## src/sv/wrn_pkg.sv

```systemverilog
`timescale 1ns / 1ps
`default_nettype none

package wrn_pkg;

    // Character codes that the normalizer treats specially
    localparam logic [7:0] CH_NUL   = 8'h00;
    localparam logic [7:0] CH_TAB   = 8'h09;
    localparam logic [7:0] CH_LF    = 8'h0A;
    localparam logic [7:0] CH_CR    = 8'h0D;
    localparam logic [7:0] CH_SPACE = 8'h20;

    // Spaces kept after a tab, and after the first space of a run after a line feed or elsewhere
    localparam logic [1:0] SPACES_AFTER_TAB = 2'd3;
    localparam logic [1:0] SPACES_AFTER_LF  = 2'd3;
    localparam logic [1:0] SPACES_DEFAULT   = 2'd1;

    // Line feed count at which the second line feed of a break run is emitted
    localparam logic [1:0] LF_COUNT_MAX = 2'd3;

    // Default depth of the queue between front and back
    localparam int QUEUE_DEPTH = 2;

    // Width of the saturating output length
    localparam int LENGTH_W = 32;

    // Byte classes worked out by the front
    typedef enum logic [2:0] {
        CLS_NUL,
        CLS_TAB,
        CLS_SPACE,
        CLS_CR,
        CLS_LF,
        CLS_OTHER
    } char_class_t;

    // Kind of whitespace run currently open
    typedef enum logic [1:0] {
        RUN_NONE,
        RUN_SPACES,
        RUN_BREAKS
    } run_kind_t;

    // One classified byte waiting in the queue
    typedef struct packed {
        char_class_t cls;
        logic [7:0]  raw_byte;
        logic        end_of_text;
    } queue_entry_t;

    // Handshake between the queue and the back
    typedef struct packed {
        logic         valid;
        queue_entry_t entry;
    } queue_head_t;

endpackage

`default_nettype wire

```

## src/sv/wrn_if.sv

```systemverilog
`timescale 1ns / 1ps
`default_nettype none

// Raw text channel
interface wrn_in_if;
    logic       valid;
    logic       ready;
    logic [7:0] in_byte;
    logic       end_of_text;

    modport source (output valid, output in_byte, output end_of_text, input ready);
    modport sink (input valid, input in_byte, input end_of_text, output ready);
endinterface

// Normalized result channel
interface wrn_out_if;
    logic        valid;
    logic        ready;
    logic [7:0]  out_byte;
    logic        byte_valid;
    logic        final_result;
    logic [31:0] out_length;

    modport source (output valid, output out_byte, output byte_valid,
                    output final_result, output out_length, input ready);
    modport sink (input valid, input out_byte, input byte_valid,
                  input final_result, input out_length, output ready);
endinterface

`default_nettype wire

```

## src/sv/wrn_front.sv

```systemverilog
`timescale 1ns / 1ps
`default_nettype none

module wrn_front
    import wrn_pkg::*;
(
    wrn_in_if.sink       text,
    input  logic         queue_full,
    output logic         push,
    output queue_entry_t push_entry
);

    char_class_t cls;

    // Sort the incoming byte into its class
    always_comb
    begin
        case (text.in_byte)
            CH_NUL:   cls = CLS_NUL;
            CH_TAB:   cls = CLS_TAB;
            CH_SPACE: cls = CLS_SPACE;
            CH_CR:    cls = CLS_CR;
            CH_LF:    cls = CLS_LF;
            default:  cls = CLS_OTHER;
        endcase
    end

    // A transfer is taken whenever the queue has room
    assign text.ready = !queue_full;
    assign push       = text.valid && !queue_full;

    always_comb
    begin
        push_entry.cls         = cls;
        push_entry.raw_byte    = text.in_byte;
        push_entry.end_of_text = text.end_of_text;
    end

endmodule

`default_nettype wire

```

## src/sv/wrn_queue.sv

```systemverilog
`timescale 1ns / 1ps
`default_nettype none

module wrn_queue
    import wrn_pkg::*;
#(
    parameter int DEPTH = QUEUE_DEPTH
)
(
    input  logic         clk,
    input  logic         rst_n,
    input  logic         push,
    input  queue_entry_t push_entry,
    output logic         full,
    input  logic         pop,
    output queue_head_t  head
);

    localparam int PTR_W = (DEPTH > 1) ? $clog2(DEPTH) : 1;
    localparam int CNT_W = $clog2(DEPTH + 1);
    localparam logic [PTR_W-1:0] LAST_SLOT = PTR_W'(DEPTH - 1);
    localparam logic [CNT_W-1:0] FULL_COUNT = CNT_W'(DEPTH);

    queue_entry_t     slots_reg [DEPTH];
    logic [PTR_W-1:0] wr_ptr_reg, wr_ptr_next;
    logic [PTR_W-1:0] rd_ptr_reg, rd_ptr_next;
    logic [CNT_W-1:0] count_reg, count_next;

    assign full       = (count_reg == FULL_COUNT);
    assign head.valid = (count_reg != '0);
    assign head.entry = slots_reg[rd_ptr_reg];

    // Pointer and fill count update
    always_comb
    begin
        wr_ptr_next = wr_ptr_reg;
        rd_ptr_next = rd_ptr_reg;
        count_next  = count_reg;
        if (push)
        begin
            wr_ptr_next = (wr_ptr_reg == LAST_SLOT) ? '0 : wr_ptr_reg + 1'b1;
        end
        if (pop)
        begin
            rd_ptr_next = (rd_ptr_reg == LAST_SLOT) ? '0 : rd_ptr_reg + 1'b1;
        end
        if (push && !pop)
        begin
            count_next = count_reg + 1'b1;
        end
        else if (pop && !push)
        begin
            count_next = count_reg - 1'b1;
        end
    end

    always_ff @(posedge clk or negedge rst_n)
    begin
        if (!rst_n)
        begin
            wr_ptr_reg <= '0;
            rd_ptr_reg <= '0;
            count_reg  <= '0;
        end
        else
        begin
            wr_ptr_reg <= wr_ptr_next;
            rd_ptr_reg <= rd_ptr_next;
            count_reg  <= count_next;
        end
    end

    // Entry storage needs no reset
    always_ff @(posedge clk)
    begin
        if (push)
        begin
            slots_reg[wr_ptr_reg] <= push_entry;
        end
    end

    // The fill count never passes the depth
    a_count_bound: assert property (@(posedge clk) disable iff (!rst_n)
        count_reg <= FULL_COUNT)
        else $error("queue fill count beyond depth");

    // Pushing into a full queue or popping an empty one would corrupt order
    a_no_overrun: assert property (@(posedge clk) disable iff (!rst_n)
        !(push && full) && !(pop && !head.valid))
        else $error("queue overrun or underrun");

endmodule

`default_nettype wire

```

## src/sv/wrn_back.sv

```systemverilog
`timescale 1ns / 1ps
`default_nettype none

module wrn_back
    import wrn_pkg::*;
(
    input  logic        clk,
    input  logic        rst_n,
    input  queue_head_t head,
    output logic        pop,
    wrn_out_if.source   result
);

    // Run state
    run_kind_t             run_kind_reg, run_kind_next;
    logic [1:0]            spaces_allowed_reg, spaces_allowed_next;
    logic [1:0]            lf_count_reg, lf_count_next;
    logic                  prev_lf_reg, prev_lf_next;
    logic [LENGTH_W-1:0]   emitted_reg, emitted_next;

    // Result register
    logic                  out_valid_reg, out_valid_next;
    logic [7:0]            out_byte_reg, out_byte_next;
    logic                  byte_valid_reg, byte_valid_next;
    logic                  final_reg, final_next;
    logic [LENGTH_W-1:0]   length_reg, length_next;

    // Decoded action for the byte at the head of the queue
    logic                  emit;
    logic [7:0]            emit_byte;
    logic [1:0]            lf_count_inc;
    logic [LENGTH_W-1:0]   count_after;

    // Take the next entry when the result register is free or being drained
    assign pop = head.valid && (!out_valid_reg || result.ready);

    assign lf_count_inc = lf_count_reg + 1'b1;

    // Next run state
    always_comb
    begin
        run_kind_next       = run_kind_reg;
        spaces_allowed_next = spaces_allowed_reg;
        lf_count_next       = lf_count_reg;
        case (head.entry.cls)
            CLS_NUL:
            begin
                run_kind_next = RUN_NONE;
            end
            CLS_TAB:
            begin
                run_kind_next       = RUN_SPACES;
                spaces_allowed_next = SPACES_AFTER_TAB;
            end
            CLS_SPACE:
            begin
                if (run_kind_reg == RUN_SPACES)
                begin
                    if (spaces_allowed_reg != 2'd0)
                    begin
                        spaces_allowed_next = spaces_allowed_reg - 1'b1;
                    end
                end
                else
                begin
                    run_kind_next       = RUN_SPACES;
                    spaces_allowed_next = prev_lf_reg ? SPACES_AFTER_LF : SPACES_DEFAULT;
                end
            end
            CLS_CR, CLS_LF:
            begin
                if (run_kind_reg == RUN_BREAKS)
                begin
                    if (head.entry.cls == CLS_LF && lf_count_reg != LF_COUNT_MAX)
                    begin
                        lf_count_next = lf_count_inc;
                    end
                end
                else
                begin
                    run_kind_next = RUN_BREAKS;
                    lf_count_next = (head.entry.cls == CLS_LF) ? 2'd1 : 2'd0;
                end
            end
            CLS_OTHER:
            begin
                run_kind_next = RUN_NONE;
            end
            default:
            begin
                run_kind_next = RUN_NONE;
            end
        endcase
    end

    // Emitted byte for the current entry
    always_comb
    begin
        emit      = 1'b0;
        emit_byte = CH_NUL;
        case (head.entry.cls)
            CLS_NUL:
            begin
                emit = 1'b0;
            end
            CLS_TAB:
            begin
                emit      = 1'b1;
                emit_byte = CH_SPACE;
            end
            CLS_SPACE:
            begin
                emit      = (run_kind_reg != RUN_SPACES) || (spaces_allowed_reg != 2'd0);
                emit_byte = CH_SPACE;
            end
            CLS_CR, CLS_LF:
            begin
                emit_byte = CH_LF;
                if (run_kind_reg != RUN_BREAKS)
                begin
                    emit = 1'b1;
                end
                else
                begin
                    emit = (head.entry.cls == CLS_LF) && (lf_count_reg != LF_COUNT_MAX)
                        && (lf_count_inc == LF_COUNT_MAX);
                end
            end
            CLS_OTHER:
            begin
                emit      = 1'b1;
                emit_byte = head.entry.raw_byte;
            end
            default:
            begin
                emit = 1'b0;
            end
        endcase
    end

    // Saturating emitted byte count
    assign count_after = (emit && emitted_reg != '1) ? emitted_reg + 1'b1 : emitted_reg;

    // Commit state and load the result register
    always_comb
    begin
        prev_lf_next    = prev_lf_reg;
        emitted_next    = emitted_reg;
        out_valid_next  = out_valid_reg;
        out_byte_next   = out_byte_reg;
        byte_valid_next = byte_valid_reg;
        final_next      = final_reg;
        length_next     = length_reg;
        if (result.ready)
        begin
            out_valid_next = 1'b0;
        end
        if (pop)
        begin
            prev_lf_next    = (head.entry.cls == CLS_LF);
            emitted_next    = count_after;
            out_valid_next  = emit || head.entry.end_of_text;
            out_byte_next   = emit ? emit_byte : CH_NUL;
            byte_valid_next = emit;
            final_next      = head.entry.end_of_text;
            length_next     = count_after;
            // The end of a text returns the run state to its starting point
            if (head.entry.end_of_text)
            begin
                prev_lf_next = 1'b0;
                emitted_next = '0;
            end
        end
    end

    always_ff @(posedge clk or negedge rst_n)
    begin
        if (!rst_n)
        begin
            run_kind_reg       <= RUN_NONE;
            spaces_allowed_reg <= 2'd0;
            lf_count_reg       <= 2'd0;
            prev_lf_reg        <= 1'b0;
            emitted_reg        <= '0;
            out_valid_reg      <= 1'b0;
        end
        else
        begin
            if (pop)
            begin
                if (head.entry.end_of_text)
                begin
                    run_kind_reg       <= RUN_NONE;
                    spaces_allowed_reg <= 2'd0;
                    lf_count_reg       <= 2'd0;
                end
                else
                begin
                    run_kind_reg       <= run_kind_next;
                    spaces_allowed_reg <= spaces_allowed_next;
                    lf_count_reg       <= lf_count_next;
                end
            end
            prev_lf_reg   <= prev_lf_next;
            emitted_reg   <= emitted_next;
            out_valid_reg <= out_valid_next;
        end
    end

    // Result payload needs no reset
    always_ff @(posedge clk)
    begin
        out_byte_reg   <= out_byte_next;
        byte_valid_reg <= byte_valid_next;
        final_reg      <= final_next;
        length_reg     <= length_next;
    end

    assign result.valid        = out_valid_reg;
    assign result.out_byte     = out_byte_reg;
    assign result.byte_valid   = byte_valid_reg;
    assign result.final_result = final_reg;
    assign result.out_length   = length_reg;

    // A result without a byte only ever closes a text
    a_empty_is_final: assert property (@(posedge clk) disable iff (!rst_n)
        result.valid && !result.byte_valid |-> result.final_result)
        else $error("result without byte that is not final");

    // NUL is never emitted
    a_no_nul_out: assert property (@(posedge clk) disable iff (!rst_n)
        result.valid && result.byte_valid |-> result.out_byte != CH_NUL)
        else $error("NUL byte emitted");

    // Taking the last byte of a text clears the run state
    a_text_restart: assert property (@(posedge clk) disable iff (!rst_n)
        pop && head.entry.end_of_text |=> emitted_reg == '0 && run_kind_reg == RUN_NONE
            && !prev_lf_reg)
        else $error("state not cleared after end of text");

    // A held result stays in place while the consumer stalls
    a_result_holds: assert property (@(posedge clk) disable iff (!rst_n)
        out_valid_reg && !result.ready |=> out_valid_reg && $stable(length_reg))
        else $error("stalled result changed");

endmodule

`default_nettype wire

```

## src/sv/whitespace_run_normalizer_top.sv

```systemverilog
`timescale 1ns / 1ps
`default_nettype none

// Channel  | Role   | Payload
// ---------+--------+---------------------------------------------------
// text     | sink   | in_byte[7:0], end_of_text
// result   | source | out_byte[7:0], byte_valid, final_result, out_length[31:0]
//
// One byte is taken per cycle while the queue has room, classified into the queue,
// and its result, if any, goes through the run update into the result register.
// A byte that produces nothing leaves no result.
// Reset clears the run state, the queue and the result valid flag; no clearing pass.
// A stall on result fills the queue, after which text is held off; text stalls
// leave the back draining on its own.
module whitespace_run_normalizer_top
    import wrn_pkg::*;
#(
    parameter int QDEPTH = QUEUE_DEPTH
)
(
    input  logic       clk,
    input  logic       rst_n,
    wrn_in_if.sink     text,
    wrn_out_if.source  result
);

    logic         queue_full;
    logic         push;
    queue_entry_t push_entry;
    logic         pop;
    queue_head_t  head;

    // Front: classify and enqueue
    wrn_front u_front (
        .text       (text),
        .queue_full (queue_full),
        .push       (push),
        .push_entry (push_entry)
    );

    // Queue between front and back
    wrn_queue #(
        .DEPTH (QDEPTH)
    ) u_queue (
        .clk        (clk),
        .rst_n      (rst_n),
        .push       (push),
        .push_entry (push_entry),
        .full       (queue_full),
        .pop        (pop),
        .head       (head)
    );

    // Back: run tracking and result register
    wrn_back u_back (
        .clk    (clk),
        .rst_n  (rst_n),
        .head   (head),
        .pop    (pop),
        .result (result)
    );

endmodule

`default_nettype wire

```

## src/flat_wrapper.sv

```systemverilog
// flat-port wrapper written by rule: the top's interface ports become plain ports
module whitespace_run_normalizer_top_flat import wrn_pkg::*;
#(
    parameter int QDEPTH = QUEUE_DEPTH
)
  (clk, rst_n, text_valid, text_in_byte, text_end_of_text, text_ready, result_valid, result_out_byte, result_byte_valid, result_final_result, result_out_length, result_ready);
  wrn_in_if text_i ();
  wrn_out_if result_i ();
  input  logic clk;
  input  logic rst_n;
  input wire logic [$bits(text_i.valid)-1:0] text_valid;
  input wire logic [$bits(text_i.in_byte)-1:0] text_in_byte;
  input wire logic [$bits(text_i.end_of_text)-1:0] text_end_of_text;
  output wire logic [$bits(text_i.ready)-1:0] text_ready;
  output wire logic [$bits(result_i.valid)-1:0] result_valid;
  output wire logic [$bits(result_i.out_byte)-1:0] result_out_byte;
  output wire logic [$bits(result_i.byte_valid)-1:0] result_byte_valid;
  output wire logic [$bits(result_i.final_result)-1:0] result_final_result;
  output wire logic [$bits(result_i.out_length)-1:0] result_out_length;
  input wire logic [$bits(result_i.ready)-1:0] result_ready;
  assign text_i.valid = text_valid;
  assign text_i.in_byte = text_in_byte;
  assign text_i.end_of_text = text_end_of_text;
  assign text_ready = text_i.ready;
  assign result_valid = result_i.valid;
  assign result_out_byte = result_i.out_byte;
  assign result_byte_valid = result_i.byte_valid;
  assign result_final_result = result_i.final_result;
  assign result_out_length = result_i.out_length;
  assign result_i.ready = result_ready;
  whitespace_run_normalizer_top #(.QDEPTH(QDEPTH)) u_core (.clk(clk), .rst_n(rst_n), .text(text_i), .result(result_i));
endmodule
```

## config.mk

```make
export PLATFORM = sky130hd
export DESIGN_NAME = whitespace_run_normalizer_top_flat
export DESIGN_NICKNAME = d
export VERILOG_FILES = /design/src/sv/wrn_pkg.sv /design/src/sv/wrn_if.sv /design/src/sv/wrn_front.sv /design/src/sv/wrn_queue.sv /design/src/sv/wrn_back.sv /design/src/sv/whitespace_run_normalizer_top.sv /design/src/flat_wrapper.sv
export SDC_FILE = /design/constraint.sdc
export NUM_CORES = 1
export LEC_CHECK = 0
export ABC_AREA = 1
export BUFFER_PORTS_ARGS = -buffer_cell sky130_fd_sc_hd__clkbuf_2
export CORE_UTILIZATION = 25
export DETAILED_ROUTE_END_ITERATION = 8
export PLACE_DENSITY = 0.46
export SLEW_MARGIN = 30
export SYNTH_ARGS = -nofsm -noshare
export SYNTH_HDL_FRONTEND = slang
export SYNTH_SLANG_ARGS = --single-unit
```

## constraint.sdc

```tcl
create_clock -name clk -period 5.4 [get_ports clk]
set_input_delay 0 -clock clk [delete_from_list [all_inputs] [get_ports clk]]
set_output_delay 0 -clock clk [all_outputs]
set_load 0.02 [all_outputs]
```

**After elaboration in Yosys (flattened, before gate mapping)**

Memories as Yosys holds them, arrays and structs flattened.
Cells that the tools add are included.

- Memories kept: 1
- Input bits: 13
- Memory bits (writable): 24
- Register bits after elaboration: 86
- Word-level logic and storage cells: 98

- Muxes and demuxes: 29
- Eq/ne operators: 21
- Reduce and logical (&&, ||, !) cells: 27
- Add/sub/neg operators: 7

Memories:

| memory | depth | bits a word | read ports | clocked after memory_dff | wr ports | RTL line | RTL |
|---|---|---|---|---|---|---|---|
| u_core.u_queue.slots_reg | 2 | 12 | 1 | 0 | 1 | wrn_queue.sv:24 | `queue_entry_t slots_reg [DEPTH];` |

Operator list:

| operator | count |
|---|---|
| 32-bit two-way mux | 2 |
| 32-bit by 1-bit adder with 32-bit output (second input constant) | 1 |
| 32-bit inequality test (second input constant) | 1 |
| 2-bit two-way mux | 13 |
| 8-bit by 4-bit equality test with 1-bit output (second input constant) | 3 |
| 8-bit one-hot mux with 3 select lines | 1 |
| 3-bit one-hot mux with 5 select lines | 1 |
| 2-bit nonzero test | 5 |
| 1-bit two-way mux | 9 |
| 3-bit AND reduction | 3 |
| 8-bit by 6-bit equality test with 1-bit output (second input constant) | 1 |
| 8-bit logical NOT | 1 |
| 1-bit logical AND | 7 |
| 2-bit equality test (second input constant) | 3 |
| 3-bit by 2-bit equality test with 1-bit output (second input constant) | 2 |
| 3-bit equality test (second input constant) | 2 |
| 3-bit inequality test (second input constant) | 2 |
| 2-bit one-hot mux with 3 select lines | 1 |
| 2-bit OR reduction | 3 |
| 2-bit by 1-bit adder with 2-bit output (second input constant) | 2 |
| 1-bit logical NOT | 4 |
| 2-bit inequality test (second input constant) | 2 |
| 4-bit inequality test (second input constant) | 1 |
| 2-bit one-hot mux with 2 select lines | 1 |
| 9 further kinds | 13 |

**Logic depth before layout (Yosys ltp)**

An unclocked memory read counts as a cell.

- Depth in word-level cells: 9
- Depth in mapped cells: 15

**Modules after synthesis**

Synthesis repeated with hierarchy kept, for this count alone.

- Cell total of the unflattened synthesis: 670
- Area total of the unflattened synthesis: 5910.7 µm²

Modules (own cells, without submodules):

| module | instances | seq. area each (µm²) | cells each | area an instance (µm²) |
|---|---|---|---|---|
| wrn_back | 1 | 2262.2 | 569 | 4588.2 |
| wrn_queue | 1 | 820.8 | 62 | 1107.3 |
| wrn_front | 1 | 0.0 | 39 | 215.2 |

**Least setup slack after synthesis**

No wires, ideal clock.

- Kind: register -> register
- Start: reg u_core.u_back.out_valid_reg (netlist: u_core.u_back.result.valid)
- End: reg u_core.u_queue.count_reg[1]
- Setup time: 131 ps
- Setup slack: 1136 ps
- Path buffers: 2
- Data required time: 5269 ps
- Stages on the path, launching flop included: 11
- Arrival: 4133 ps
- Cells stage by stage: dfrtp_1 -> inv_1 -> nor2_1 -> a21oi_1 -> inv_1 -> clkbuf_1 -> clkbuf_1 -> ha_1 -> a21oi_1 -> o21ai_0 -> xor2_1

- Word-level cells in the longest chain between the ends: 6

RTL lines:

| what | RTL line | RTL |
|---|---|---|
| start: declaration | wrn_back.sv:22 | `logic out_valid_reg, out_valid_next;` |
| start signal: assignment | wrn_back.sv:206 | `out_valid_reg <= out_valid_next;` |
| 1-bit logical NOT * | wrn_back.sv:35 | `assign pop = head.valid && (!out_valid_reg \|\| result.ready);` |
| 1-bit logical OR * | wrn_back.sv:35 |  |
| 1-bit logical AND * | wrn_back.sv:35 |  |
| named net u_core.pop | whitespace_run_normalizer_top.sv:30 | `logic pop;` |
| 1-bit logical NOT | wrn_queue.sv:47 | `if (push && !pop)` |
| 1-bit logical AND | wrn_queue.sv:47 |  |
| 2-bit two-way mux or 2-bit nonzero test (tied branches) | n/a |  |
| end signal: assignment | wrn_queue.sv:69 | `count_reg <= count_next;` |
| end: declaration | wrn_queue.sv:27 | `logic [CNT_W-1:0] count_reg, count_next;` |

Mark *: on every way through the listed nets, which the timed path passes. The rest lies on a longest branch.
A chain may end at the register's enable or synchronous reset.

**Worst setup path in the final report**

- Start: reg u_core.u_queue.rd_ptr_reg
- End: reg u_core.u_back.length_reg[24] (netlist: u_core.u_back.result.out_length[24]), data pin

- Word-level cells in the longest chain between the ends: 8

RTL lines:

| what | RTL line | RTL |
|---|---|---|
| start: declaration | wrn_queue.sv:26 | `logic [PTR_W-1:0] rd_ptr_reg, rd_ptr_next;` |
| start signal: assignment | wrn_queue.sv:68 | `rd_ptr_reg <= rd_ptr_next;` |
| memory 2 x 12 bit * | n/a |  |
| 3-bit equality test | wrn_back.sv:101, wrn_back.sv:125 |  |
| 1-bit logical AND | wrn_back.sv:125 | `emit = (head.entry.cls == CLS_LF) && (lf_count_reg != LF_COUNT_MAX)` |
| 1-bit logical AND | wrn_back.sv:126 | `&& (lf_count_inc == LF_COUNT_MAX);` |
| 1-bit two-way mux | wrn_back.sv:119 | `if (run_kind_reg != RUN_BREAKS)` |
| 1-bit one-hot mux with 3 select lines * | wrn_back.sv:101 | `case (head.entry.cls)` |
| 1-bit logical AND * | wrn_back.sv:142 | `assign count_after = (emit && emitted_reg != '1) ? emitted_reg + 1'b1 : emitted_reg;` |
| 32-bit two-way mux * | wrn_back.sv:142 |  |
| named net u_core.u_back.count_after[24] | wrn_back.sv:32 | `logic [LENGTH_W-1:0] count_after;` |
| end signal: assignment | wrn_back.sv:216 | `length_reg <= length_next;` |
| end: declaration | wrn_back.sv:26 | `logic [LENGTH_W-1:0] length_reg, length_next;` |

Marked as above.

==> results.md <==
- Die width: about 150 µm
- Internal power: approximately 1.8 mW
- Drt first pass iters: 5
- Final min period: between 3 and 4 ns
- Slew @ Worst Pin: around 0.85 ns
- Commonest non-fill, non-tap cell in the layout: nand2_1
- Drt drc: 0
- Combinational power share: 0.387
- H-Tree Depth: 3
- Top cells by area, synth: edfxtp_1 34%, dfrtp_1 19%, nand2_1 18%
- Cell variety after synth: 36
- Outcome: finished clean
- RSZ-0062 raised after global routing: false
- Initial core utilization: 0.2554
- Antenna-violating nets left: 0
- DR WL/cell: roughly 13 µm
- Largest net degree at the start of global routing: 48
- Worst slew margin: 0.4349
- First-pass GRT wire length: 22740 µm
- FFs w/ async S/R, synth: 0.4000
- Clock Skews: roughly 0.014 ns
- Register bit count reported by yosys: 110
- Crit end category: flop
- Placement Setup Slack: approximately 2.0 ns
- Final Max Tran Viols: 0
- Worst setup SP type: flop
- CTS tree: built
- Mapped Cells: ~690
- Req. time, crit path: between 5 and 6 ns
- Top FF cell, synth: edfxtp_1
- Yosys top cell by area: edfxtp_1
- Hold buffer count at CTS: 11
- Static leakage: about 3.1 nW
- CTS buffer count: 9
- Worst-skew pair later-pin latency: between 0.3 and 0.4 ns
- Final WL: 13520 µm
- Final worst-path cycle share: 0.6263
- Post-CTS Resized: 0
- Routed vias/inst: roughly 4.2
- Die area: 23810 µm²
- Synth Cell Area: roughly 5800 µm²
- Final worst-path setup slack: roughly 2.0 ns
- CP Max Fanout: 47
- Max cap viols: 0
- Ys Warns: 0
- Maximum vdd drop: approximately 0.0002 V
- Crit path arrival time: 3.49 ns
- Hold/Removal Path Class: in2reg
- Maximum operating frequency: 295.7 MHz
- PD cells: approximately 480 nW/µm²
- Worst reg2reg path depth: 11
- Final hold vios: 0
- Syn_nets: 710
- # IOs: 57
- Initial antenna violation count: 0
- Top-area cell type share of the netlist area: 0.3417
- Via count: 4426
- CTS sink count: 110
- Setup TNS: 0 ns
- Final std cells w/o fill: around 1000
- Ratio of cells with drive above 1 in the final layout: 0.1575
- Clock Tree Root: clkbuf_16
- Leading cell types in the layout, fill and taps excluded: 271 x nand2_1, 74 x inv_1, 66 x edfxtp_1
- Mean Syn Cell Area: 8.382 µm²
- Post-synth EDFFs: 66
- Register area share after synthesis: 0.5315
- Placed cells: between 1000 and 1500
- Final setup viols: 0
- CTS clock-pin slew for the worst setup and hold paths: approximately 0.09 ns
- GR Util All Layers: 0.1221
- WHS Path Cells: 5
- Kind of critical path: reg2reg
- Flop pwr share: 0.398
- Total power: about 3.3 mW
- Die Height: 154.3 µm
- Core Area: approximately 23000 µm²
- Layout Nets: 775
- # rows: 55
- Switching portion of total power: 0.4352
- # diodes: 0
- Vias in the first global route: between 4000 and 5000
- Max Buffers Root-to-Sink: 2
- Port buffer count: 56
- Layout area overhead: 17.06%
- Gr ovfl total: 0
- HPWL after DPL: 9234 µm
- Switching power: approximately 1.4 mW
- Clock share of power: 0.215
- 1st-iter DRT viols: roughly 190
- Final Core Density: 0.2990
- Routability congestion estimate: between 0.7 and 0.8
- Post-CTS setup buffers: 0
==> cell families after synthesis <==
kind of cell             count (synthesis)  share of synthesized area
multiplexers                             1                   0.001726
flip-flops                             110                     0.5315
AO/OA/AOI/OAI                           31                    0.02955
AND/OR/NAND/NOR                        434                     0.3313
buffers and inverters                   98                    0.07549
adder cells (fa/ha/maj)                  5                    0.01079
XOR/XNOR                                13                    0.01963
==> synth_stat cells, types with 3 or more instances <==
cell type / n
o21ai_0: 10
clkbuf_1: 4
ha_1: 5
nand2_2: 6
and2_1: 11
inv_2: 4
nand2_1: 271
dfrtp_1: 44
nor3_1: 5
a21oi_1: 12
edfxtp_1: 66
inv_1: 74
o21ai_1: 3
xor2_1: 9
buf_2: 7
xnor2_1: 4
nor2_1: 64
buf_6: 4
nand3_2: 22
nand3_1: 43
o31ai_1: 3
==> layout make-up <==
class / count / area, µm²
clock buffers: 9 / 225.2
clock inverters: 7 / 91.34
flip-flops and latches: 110 / 3083
multi-input cells: 484 / 2301
inverters: 79 / 297.8
fillers: 2430 / 15920
well taps: 285 / 356.6
repair buffers: 73 / 435.4
==> worst paths after layout <==
kind	from	end	slack, ns
worst min register to register	u_core.u_queue.count_reg[0]	u_core.u_queue.count_reg[0]	0.48
worst max-delay path	u_core.u_queue.rd_ptr_reg	u_core.u_back.result.out_length[24]	2.02
worst min-delay path	text_valid	u_core.u_queue.wr_ptr_reg	0.07
min in group asynchronous	rst_n	u_core.u_back.emitted_reg[10]	0.28
worst max register to register	u_core.u_queue.rd_ptr_reg	u_core.u_back.result.out_length[24]	2.02
max in group asynchronous	rst_n	u_core.u_queue.wr_ptr_reg	4.69
==> worst max-delay path: stages, from the launching register on <==
cell and delay [ns]:
dfrtp_1 0.68, inv_2 0.24, nand2_2 0.12, nand2_2 0.09, nor2_4 0.14, nand2_1 0.09
o21a_1 0.18, nand2_2 0.06, buf_4 0.47, nand2_1 0.69, nand2_1 0.21, nand2_1 0.10
==> power groups by stage <==
stage | Sequential [mW] | Clock (mW) | Combinational, mW
final | 1.30 | 0.703 | 1.27
after global routing | 1.33 | 0.762 | 1.42
after CTS | 1.31 | 0.732 | 1.30
after detailed placement | 1.32 | 0 | 1.29
after global placement | 1.33 | 0 | 1.29
after floorplan | 1.47 | 0 | 0.821
==> per-layer routing <==
layer  vias up  wire (µm)  global-route usage  part of all wire
li1       2328          -                   -                 -
met1      2028       6867              0.1688              0.51
met2        61       6093              0.1933              0.45
met3         9        428             0.02690             0.032
met4         0        132             0.02970            0.0098
met5         -          0                   0                 0
==> through the flow <==
| stage | hold WS, ns | instance area, µm² |
|---|---|---|
| 2_1_floorplan | -0.2956 | 5801 |
| 3_3_place_gp | 0.1634 | 6361 |
| 3_5_place_dp | 0.1575 | 6364 |
| 4_1_cts | 0.05938 | 6790 |
| 5_1_grt | 0.09030 | 6790 |
| 6_report | 0.07111 | 6790 |
Note: power is estimated with default switching activity, not from simulation.
